--- config.mk ---
export PLATFORM = sky130hd
export DESIGN_NAME = motor_feedback_turn_tracker
export DESIGN_NICKNAME = d
export VERILOG_FILES = /design/src/hw/rtl/mftt_pkg.sv /design/src/hw/rtl/mftt_unwrap.sv /design/src/hw/rtl/mftt_scale.sv /design/src/hw/rtl/motor_feedback_turn_tracker.sv
export SDC_FILE = /design/constraint.sdc
export NUM_CORES = 2
export LEC_CHECK = 0
export ABC_CLOCK_PERIOD_IN_PS = 24000
export BUFFER_PORTS_ARGS = -buffer_cell sky130_fd_sc_hd__buf_2
export CAP_MARGIN = 20
export CORE_MARGIN = 2
export CORE_UTILIZATION = 49
export CTS_BUF_LIST = sky130_fd_sc_hd__clkbuf_16
export CTS_CLUSTER_DIAMETER = 120
export CTS_CLUSTER_SIZE = 16
export DETAILED_ROUTE_END_ITERATION = 7
export GPL_ROUTABILITY_DRIVEN = 0
export HOLD_SLACK_MARGIN = 0.02
export PLACE_DENSITY_LB_ADDON = 0.2
export SLEW_MARGIN = 10
export SYNTH_ARGS = -nofsm -noshare
export SYNTH_HDL_FRONTEND = slang
export SYNTH_SLANG_ARGS = --single-unit
export TNS_END_PERCENT = 1
--- constraint.sdc ---
create_clock -name aclk -period 24 [get_ports aclk]
set_clock_uncertainty 0.2 [all_clocks]
set_input_delay 2.4 -clock aclk [delete_from_list [all_inputs] [get_ports aclk]]
set_output_delay 2.4 -clock aclk [all_outputs]
set_load 0.05 [all_outputs]
--- src/hw/rtl/mftt_pkg.sv ---
`timescale 1ns / 1ps
// ----------------------------------------------------------------------------
// mftt_pkg
// Shared constants and pipeline item types of the motor feedback turn tracker.
// ----------------------------------------------------------------------------
package mftt_pkg;

    // encoder geometry and round counter
    localparam int COUNTS_PER_TURN = 8192;
    localparam int ROUND_BITS      = 16;
    localparam int RAW_W           = 13;
    localparam int DELTA_W         = RAW_W + 1;
    localparam logic signed [DELTA_W-1:0] HALF_TURN = DELTA_W'(COUNTS_PER_TURN / 2);

    // field widths
    localparam int OFFSET_W  = 14;
    localparam int SCALE_W   = 32;
    localparam int TOTAL_W   = 30;
    localparam int ANGLE_W   = 40;
    localparam int OMEGA_W   = 32;
    localparam int SPEED_W   = 16;
    localparam int CURRENT_W = 16;
    localparam int TEMP_W    = 8;

    // product widths and rounding shifts
    localparam int ANGLE_PROD_W = TOTAL_W + SCALE_W + 1;
    localparam int OMEGA_PROD_W = SPEED_W + SCALE_W + 1;
    localparam int ANGLE_SHIFT  = 16;
    localparam int OMEGA_SHIFT  = 8;

    // configuration register map
    localparam int CFG_INDEX_W = 2;
    localparam logic [CFG_INDEX_W-1:0] CFG_MECH_OFFSET = 2'd0;
    localparam logic [CFG_INDEX_W-1:0] CFG_ANGLE_SCALE = 2'd1;
    localparam logic [CFG_INDEX_W-1:0] CFG_OMEGA_SCALE = 2'd2;

    localparam logic [SCALE_W-1:0] ANGLE_SCALE_RESET = 32'd3294198;
    localparam logic [SCALE_W-1:0] OMEGA_SCALE_RESET = 32'd1756894;

    // request kinds
    localparam logic OP_FRAME = 1'b0;
    localparam logic OP_TICK  = 1'b1;

    // request after unwrap, before scaling
    typedef struct packed {
        logic                        item_kind;
        logic signed [TOTAL_W-1:0]   total_count;
        logic signed [SPEED_W-1:0]   speed_rpm;
        logic signed [CURRENT_W-1:0] current_out;
        logic [TEMP_W-1:0]           temperature_out;
        logic                        online;
    } mftt_unwrap_t;

    // request after the multipliers
    typedef struct packed {
        logic                           item_kind;
        logic signed [TOTAL_W-1:0]      total_count;
        logic signed [ANGLE_PROD_W-1:0] angle_prod;
        logic signed [OMEGA_PROD_W-1:0] omega_prod;
        logic signed [CURRENT_W-1:0]    current_out;
        logic [TEMP_W-1:0]              temperature_out;
        logic                           online;
    } mftt_prod_t;

endpackage

--- src/hw/rtl/mftt_unwrap.sv ---
`timescale 1ns / 1ps
// ----------------------------------------------------------------------------
// mftt_unwrap
// Wrap detection, round counter, liveness state and multi-turn count.
// ----------------------------------------------------------------------------
module mftt_unwrap
    import mftt_pkg::*;
(
    input  logic                        aclk,
    input  logic                        aresetn,
    input  logic                        s_valid,
    output logic                        s_ready,
    input  logic                        s_opcode,
    input  logic [RAW_W-1:0]            s_encoder_raw,
    input  logic signed [SPEED_W-1:0]   s_speed_rpm,
    input  logic signed [CURRENT_W-1:0] s_current_raw,
    input  logic [TEMP_W-1:0]           s_temperature_raw,
    input  logic signed [OFFSET_W-1:0]  mech_offset,
    output logic                        out_valid,
    input  logic                        out_ready,
    output mftt_unwrap_t                out_item
);

    logic                        valid_reg;
    mftt_unwrap_t                item_reg;
    mftt_unwrap_t                item_next;
    logic [RAW_W-1:0]            prev_count_reg, prev_count_next;
    logic [ROUND_BITS-1:0]       round_count_reg, round_count_next;
    logic                        frame_seen_reg, frame_seen_next;
    logic                        online_reg, online_next;
    logic signed [CURRENT_W-1:0] last_current_reg, last_current_next;
    logic [TEMP_W-1:0]           last_temp_reg, last_temp_next;
    logic signed [DELTA_W-1:0]   delta;
    logic signed [63:0]          sum;
    logic                        accept;

    assign s_ready   = !valid_reg || out_ready;
    assign accept    = s_valid && s_ready;
    assign out_valid = valid_reg;
    assign out_item  = item_reg;

    // next state and the unwrapped request
    always_comb begin
        prev_count_next   = prev_count_reg;
        round_count_next  = round_count_reg;
        frame_seen_next   = frame_seen_reg;
        online_next       = online_reg;
        last_current_next = last_current_reg;
        last_temp_next    = last_temp_reg;

        delta = $signed({1'b0, s_encoder_raw}) - $signed({1'b0, prev_count_reg});

        if (s_opcode == OP_FRAME) begin
            if (delta < -HALF_TURN) begin
                round_count_next = round_count_reg + 1'b1;
            end else if (delta > HALF_TURN) begin
                round_count_next = round_count_reg - 1'b1;
            end
            prev_count_next   = s_encoder_raw;
            last_current_next = s_current_raw;
            last_temp_next    = s_temperature_raw;
            frame_seen_next   = 1'b1;
        end else begin
            online_next     = frame_seen_reg;
            frame_seen_next = 1'b0;
        end

        sum = 64'(signed'(round_count_next)) * 64'(COUNTS_PER_TURN)
              + 64'($signed({1'b0, s_encoder_raw}))
              + 64'(mech_offset);

        item_next.item_kind       = s_opcode;
        item_next.total_count     = (s_opcode == OP_FRAME) ? sum[TOTAL_W-1:0] : '0;
        item_next.speed_rpm       = (s_opcode == OP_FRAME) ? s_speed_rpm : '0;
        item_next.current_out     = last_current_next;
        item_next.temperature_out = last_temp_next;
        item_next.online          = online_next;
    end

    // tracking state
    always_ff @(posedge aclk) begin
        if (!aresetn) begin
            prev_count_reg   <= '0;
            round_count_reg  <= '0;
            frame_seen_reg   <= 1'b0;
            online_reg       <= 1'b0;
            last_current_reg <= '0;
            last_temp_reg    <= '0;
        end else if (accept) begin
            prev_count_reg   <= prev_count_next;
            round_count_reg  <= round_count_next;
            frame_seen_reg   <= frame_seen_next;
            online_reg       <= online_next;
            last_current_reg <= last_current_next;
            last_temp_reg    <= last_temp_next;
        end
    end

    // stage valid
    always_ff @(posedge aclk) begin
        if (!aresetn) begin
            valid_reg <= 1'b0;
        end else if (s_ready) begin
            valid_reg <= s_valid;
        end
    end

    // stage payload
    always_ff @(posedge aclk) begin
        if (accept) begin
            item_reg <= item_next;
        end
    end

endmodule

--- src/hw/rtl/mftt_scale.sv ---
`timescale 1ns / 1ps
// ----------------------------------------------------------------------------
// mftt_scale
// Angle and speed scaling: multiply stage, then rounding and saturation.
// ----------------------------------------------------------------------------
module mftt_scale
    import mftt_pkg::*;
(
    input  logic                        aclk,
    input  logic                        aresetn,
    input  logic                        in_valid,
    output logic                        in_ready,
    input  mftt_unwrap_t                in_item,
    input  logic [SCALE_W-1:0]          angle_scale,
    input  logic [SCALE_W-1:0]          omega_scale,
    output logic                        m_valid,
    input  logic                        m_ready,
    output logic                        m_item_kind,
    output logic signed [TOTAL_W-1:0]   m_total_count,
    output logic signed [ANGLE_W-1:0]   m_angle_rad,
    output logic signed [OMEGA_W-1:0]   m_omega_rad,
    output logic signed [CURRENT_W-1:0] m_current_out,
    output logic [TEMP_W-1:0]           m_temperature_out,
    output logic                        m_online
);

    logic                           prod_valid_reg;
    mftt_prod_t                     prod_reg;
    mftt_prod_t                     prod_next;
    logic                           out_valid_reg;
    logic                           out_ready;
    logic signed [ANGLE_PROD_W-1:0] angle_sh;
    logic signed [OMEGA_PROD_W-1:0] omega_sh;
    logic [ANGLE_PROD_W-ANGLE_W:0]  angle_hi;
    logic [OMEGA_PROD_W-OMEGA_W:0]  omega_hi;
    logic signed [ANGLE_W-1:0]      angle_next;
    logic signed [OMEGA_W-1:0]      omega_next;

    assign out_ready = !out_valid_reg || m_ready;
    assign in_ready  = !prod_valid_reg || out_ready;
    assign m_valid   = out_valid_reg;

    // multipliers
    always_comb begin
        prod_next.item_kind       = in_item.item_kind;
        prod_next.total_count     = in_item.total_count;
        prod_next.angle_prod      = ANGLE_PROD_W'(in_item.total_count)
                                    * ANGLE_PROD_W'($signed({1'b0, angle_scale}));
        prod_next.omega_prod      = OMEGA_PROD_W'(in_item.speed_rpm)
                                    * OMEGA_PROD_W'($signed({1'b0, omega_scale}));
        prod_next.current_out     = in_item.current_out;
        prod_next.temperature_out = in_item.temperature_out;
        prod_next.online          = in_item.online;
    end

    // round half up, then saturate
    always_comb begin
        angle_sh = (prod_reg.angle_prod + (ANGLE_PROD_W'(1) <<< (ANGLE_SHIFT - 1)))
                   >>> ANGLE_SHIFT;
        omega_sh = (prod_reg.omega_prod + (OMEGA_PROD_W'(1) <<< (OMEGA_SHIFT - 1)))
                   >>> OMEGA_SHIFT;
        angle_hi = angle_sh[ANGLE_PROD_W-1:ANGLE_W-1];
        omega_hi = omega_sh[OMEGA_PROD_W-1:OMEGA_W-1];

        if ((&angle_hi) || !(|angle_hi)) begin
            angle_next = angle_sh[ANGLE_W-1:0];
        end else if (angle_sh[ANGLE_PROD_W-1]) begin
            angle_next = {1'b1, {(ANGLE_W-1){1'b0}}};
        end else begin
            angle_next = {1'b0, {(ANGLE_W-1){1'b1}}};
        end

        if ((&omega_hi) || !(|omega_hi)) begin
            omega_next = omega_sh[OMEGA_W-1:0];
        end else if (omega_sh[OMEGA_PROD_W-1]) begin
            omega_next = {1'b1, {(OMEGA_W-1){1'b0}}};
        end else begin
            omega_next = {1'b0, {(OMEGA_W-1){1'b1}}};
        end
    end

    // stage valids
    always_ff @(posedge aclk) begin
        if (!aresetn) begin
            prod_valid_reg <= 1'b0;
            out_valid_reg  <= 1'b0;
        end else begin
            if (in_ready) begin
                prod_valid_reg <= in_valid;
            end
            if (out_ready) begin
                out_valid_reg <= prod_valid_reg;
            end
        end
    end

    // product register
    always_ff @(posedge aclk) begin
        if (in_valid && in_ready) begin
            prod_reg <= prod_next;
        end
    end

    // result register
    always_ff @(posedge aclk) begin
        if (prod_valid_reg && out_ready) begin
            m_item_kind       <= prod_reg.item_kind;
            m_total_count     <= prod_reg.total_count;
            m_angle_rad       <= angle_next;
            m_omega_rad       <= omega_next;
            m_current_out     <= prod_reg.current_out;
            m_temperature_out <= prod_reg.temperature_out;
            m_online          <= prod_reg.online;
        end
    end

endmodule

--- src/hw/rtl/motor_feedback_turn_tracker.sv ---
`timescale 1ns / 1ps
// ----------------------------------------------------------------------------
// motor_feedback_turn_tracker
// Multi-turn unwrap of motor feedback frames with angle, speed and liveness.
// ----------------------------------------------------------------------------
// Requests enter on the s_ channel (valid/ready): opcode 0 carries a feedback
// frame, opcode 1 a liveness tick. Each request yields exactly one result on
// the m_ channel, in order. A frame steps the round counter when the encoder
// count jumps by more than half a turn and reports total count, angle
// (Q.16 rad) and speed (Q16.16 rad/s); a tick reports zeros there and sets
// online when a frame came since the previous tick, else clears it.
// Configuration is a plain write port (cfg_we, cfg_index, cfg_wdata): index 0
// mechanical offset, 1 angle scale, 2 speed scale; other indexes are ignored.
// A result passes the unwrap register, product register and rounded result
// register; one request per cycle is sustained while m_ready stays high, and
// the two multipliers (63- and 49-bit products) sit in their own stage.
// Reset (aresetn low, synchronous) clears the round counter, previous count,
// liveness state and stored current and temperature, and loads the default
// scales. When the receiver stalls, the three stages fill and then s_ready
// drops; nothing is lost or repeated.
// ----------------------------------------------------------------------------
module motor_feedback_turn_tracker
    import mftt_pkg::*;
(
    input  logic                        aclk,
    input  logic                        aresetn,
    input  logic                        cfg_we,
    input  logic [CFG_INDEX_W-1:0]      cfg_index,
    input  logic [SCALE_W-1:0]          cfg_wdata,
    input  logic                        s_valid,
    output logic                        s_ready,
    input  logic                        s_opcode,
    input  logic [RAW_W-1:0]            s_encoder_raw,
    input  logic signed [SPEED_W-1:0]   s_speed_rpm,
    input  logic signed [CURRENT_W-1:0] s_current_raw,
    input  logic [TEMP_W-1:0]           s_temperature_raw,
    output logic                        m_valid,
    input  logic                        m_ready,
    output logic                        m_item_kind,
    output logic signed [TOTAL_W-1:0]   m_total_count,
    output logic signed [ANGLE_W-1:0]   m_angle_rad,
    output logic signed [OMEGA_W-1:0]   m_omega_rad,
    output logic signed [CURRENT_W-1:0] m_current_out,
    output logic [TEMP_W-1:0]           m_temperature_out,
    output logic                        m_online
);

    logic signed [OFFSET_W-1:0] mech_offset_reg;
    logic [SCALE_W-1:0]         angle_scale_reg;
    logic [SCALE_W-1:0]         omega_scale_reg;
    logic                       unwrap_valid;
    logic                       unwrap_ready;
    mftt_unwrap_t               unwrap_item;

    // configuration registers
    always_ff @(posedge aclk) begin
        if (!aresetn) begin
            mech_offset_reg <= '0;
            angle_scale_reg <= ANGLE_SCALE_RESET;
            omega_scale_reg <= OMEGA_SCALE_RESET;
        end else if (cfg_we) begin
            case (cfg_index)
                CFG_MECH_OFFSET: mech_offset_reg <= cfg_wdata[OFFSET_W-1:0];
                CFG_ANGLE_SCALE: angle_scale_reg <= cfg_wdata;
                CFG_OMEGA_SCALE: omega_scale_reg <= cfg_wdata;
                default: ;
            endcase
        end
    end

    // unwrap and liveness stage
    mftt_unwrap u_unwrap (
        .aclk              (aclk),
        .aresetn           (aresetn),
        .s_valid           (s_valid),
        .s_ready           (s_ready),
        .s_opcode          (s_opcode),
        .s_encoder_raw     (s_encoder_raw),
        .s_speed_rpm       (s_speed_rpm),
        .s_current_raw     (s_current_raw),
        .s_temperature_raw (s_temperature_raw),
        .mech_offset       (mech_offset_reg),
        .out_valid         (unwrap_valid),
        .out_ready         (unwrap_ready),
        .out_item          (unwrap_item)
    );

    // scaling stages and result register
    mftt_scale u_scale (
        .aclk              (aclk),
        .aresetn           (aresetn),
        .in_valid          (unwrap_valid),
        .in_ready          (unwrap_ready),
        .in_item           (unwrap_item),
        .angle_scale       (angle_scale_reg),
        .omega_scale       (omega_scale_reg),
        .m_valid           (m_valid),
        .m_ready           (m_ready),
        .m_item_kind       (m_item_kind),
        .m_total_count     (m_total_count),
        .m_angle_rad       (m_angle_rad),
        .m_omega_rad       (m_omega_rad),
        .m_current_out     (m_current_out),
        .m_temperature_out (m_temperature_out),
        .m_online          (m_online)
    );

endmodule

==> impl_metrics.py <==
metrics = {
    "placed_design": {
        "hpwl_mm": 142,
        "io_buffers": 222,
    },
    "logic_synthesis": {
        "seq_area_frac_synth_pct": 19.3,
        "synth_ff_type": "edfxtp_1",
        "syn-num-nets": 8918,
        "synth_area_per_cell_um2": 9.61,
        "yosys.cell_types.count": 89,
        "synth.area.top_cells": "fa_1 (37%), edfxtp_1 (15%), ha_1 (8.8%)",
        "netlist_area_um2": 68100,
        "ys_ff_latch": 482,
        "synthAdderAreaFrac_pct": 45.7,
        "yosysWarnings": 0,
        "synthCells": 7090,
        "async_flop_share_pct": 0,
        "synth-simple-area-share_pct": 16.8,
        "synth_mux_area_share_pct": 0.913,
        "synth_top_cell_area_share_pct": 36.9,
        "synth_compound_area_share_pct": 5.31,
        "synth_xor_xnor_area_share_pct": 2.48,
        "synth_top_family_by_area": "adder cells",
        "synth_edf_count": 346,
        "synth_area_leader_cell": "fa_1",
    },
    "route": {
        "wl_per_cell_um": 20.8,
        "drcViolationCount": 0,
        "antenna_left": 0,
        "via_count": 48400,
        "wl_mm": 185,
        "viasPerCell": 5.42,
        "drt-initial-drc-count": 3204,
        "dr.pass1.iters": 5,
    },
    "clock_network": {
        "ctsResizeCount": 0,
        "cts_max_path_buffers": 3,
        "path_clk_slew_ps": 70,
        "holdBufCountCts": 0,
        "cts_max_level": 2,
        "cts_root_buf": "clkbuf_16",
        "cts_made_buffers": 37,
        "cts_tree": "yes",
        "cts.sinks": 482,
        "worstSkewPairLatency_ps": 660,
        "cts_setup_buffers": 0,
    },
    "setup_path": {
        "required_ps": 24190,
        "cp_max_fo": 33,
        "endpoint_kind": "flop",
        "slowest_delay_ps": 1060,
        "cp-start-kind": "flop",
        "rr_startpoint": "u_unwrap.out_item[44]",
        "critPathTopFamily": "adder cells",
        "crit_type": "reg -> reg",
        "regToRegSetupSlack_ps": 14940,
        "r2r_cells": 26,
        "cp_num_buf_inv": 6,
        "r2r-end": "u_scale.prod_reg[118]",
        "crit_top_cell": "fa_1",
        "crit_cells": 26,
        "slowest_stage": "edfxtp_1",
        "cp.arrival_ps": 9250,
    },
    "global_routing": {
        "grt_pass1_vias": 51400,
        "grt_overflow_total": 0,
        "grtUsageTotal_pct": 26.9,
        "grt_pass1_wl_mm": 294,
        "antenna_found_initial": 20,
        "grt_max_degree": 64,
    },
    "run_status": {
        "status": "finished clean",
    },
    "floorplan": {
        "dieArea_um2": 142000,
        "row_count": 136,
        "die_y_um": 377,
        "start_util_pct": 49.5,
        "coreArea_um2": 138000,
        "ioPinCount": 223,
        "die_w_um": 377,
    },
    "sta": {
        "slew-limit-headroom_pct": 27.9,
        "hold_violations": 0,
        "period_needed_ps": 9060,
        "drv_slew": 0,
        "max_freq_mhz": 110,
        "rsz0062_at_grt": "false",
        "period_share_pct": 37.7,
        "finalSetupTns_ps": 0,
        "setup_viol": 0,
        "worst_pin_slew_ps": 1080,
    },
    "layout": {
        "final_util_pct": 52.3,
        "drive_gt1_share_pct": 6.45,
        "largest_reg_flops": 146,
        "fin_nets": 8929,
        "layout_common_cells": "inv_1 (1382), fa_1 (1255), nand2_1 (1117)",
        "syn_to_final_growth_pct": 5.77,
        "layout_commonest_cell": "inv_1",
    },
    "run": {
        "cap_violations": 0,
    },
    "hold_path": {
        "hp-start": "u_scale.prod_reg[8]",
        "hold_end": "u_scale.m_temperature_out[7]",
        "hold_path_class": "reg -> reg",
        "hold_depth": 0,
    },
}
-- cell families after synthesis --
family          count (synthesis)
simple gates                 2329
buf+inv                      1718
mux                            58
fa+ha+maj                    1735
compound gates                575
flops                         482
xor+xnor                      193
-- per-stage QoR --
stage / std cells / setup slack (ps) / instance area, um2 / hold WS (ps)
global placement: 8854 / 14960 / 70900 / 201
floorplan: 7090 / 9900 / 68100 / 200
detailed placement: 8856 / 14960 / 70900 / 205
CTS: 8923 / 14940 / 72000 / 203
finish: 8926 / 14940 / 72000 / 193
global route: 8923 / 14550 / 72000 / 212
-- area by class of cell --
cell class | instances | area, um2
Timing Repair Buffer | 328 | 1910
Clock inverter | 30 | 204
Inverter | 1362 | 5120
Tap cell | 1794 | 2240
Antenna cell | 3 | 7.51
Clock buffer | 37 | 926
Multi-Input combinational cell | 4890 | 48500
Sequential cell | 482 | 13100
Fill cell | 12500 | 65600
-- worst max path at each step --
stage               slack (ps)                  start                    end
floorplan                 9900                m_ready    u_scale.prod_reg[0]
global placement         14960  u_unwrap.out_item[44]  u_scale.prod_reg[136]
detailed placement       14960  u_unwrap.out_item[44]  u_scale.prod_reg[136]
CTS                      14940  u_unwrap.out_item[46]  u_scale.prod_reg[136]
global route             14550  u_unwrap.out_item[44]  u_scale.prod_reg[134]
finish                   14940  u_unwrap.out_item[44]  u_scale.prod_reg[118]
-- metal layers --
metal,part of all wire (%),track usage (%),up-vias
met2,46,42.7,1799
met3,9.5,6.86,337
li1,-,-,21700
met5,0.056,0,-
met1,41,35.9,24500
met4,3.7,8.92,16
-- synthesized netlist by cell type (10+ instances only) --
cell,number
nor2_1,137
dfxtp_1,136
mux2_2,33
a21oi_1,234
o21ai_0,92
mux2i_1,25
and2_1,659
fa_1,1255
a211oi_1,29
inv_1,1360
o21ai_2,10
nor2b_1,65
or3_1,15
ha_1,480
a31oi_1,17
o21bai_1,11
o21a_1,19
nand2_1,1117
nor3_1,43
nand3_1,93
and3_1,36
nand4_1,34
a21o_1,63
xnor2_1,96
nand2b_1,66
edfxtp_1,346
clkbuf_1,334
xor2_1,97
-- worst reg2reg max path: cells and delay by family, from the launching register on --
family	cells	cell delay, ps
adder cells (fa/ha/maj)	9	4210
AO/OA/AOI/OAI	8	2410
flip-flops	1	1060
AND/OR/NAND/NOR	2	460
buffers and inverters	6	320
XOR/XNOR	1	170
Power is not shown: default switching activity piles up to over one toggle a cycle in this logic, so the estimate is an artifact.
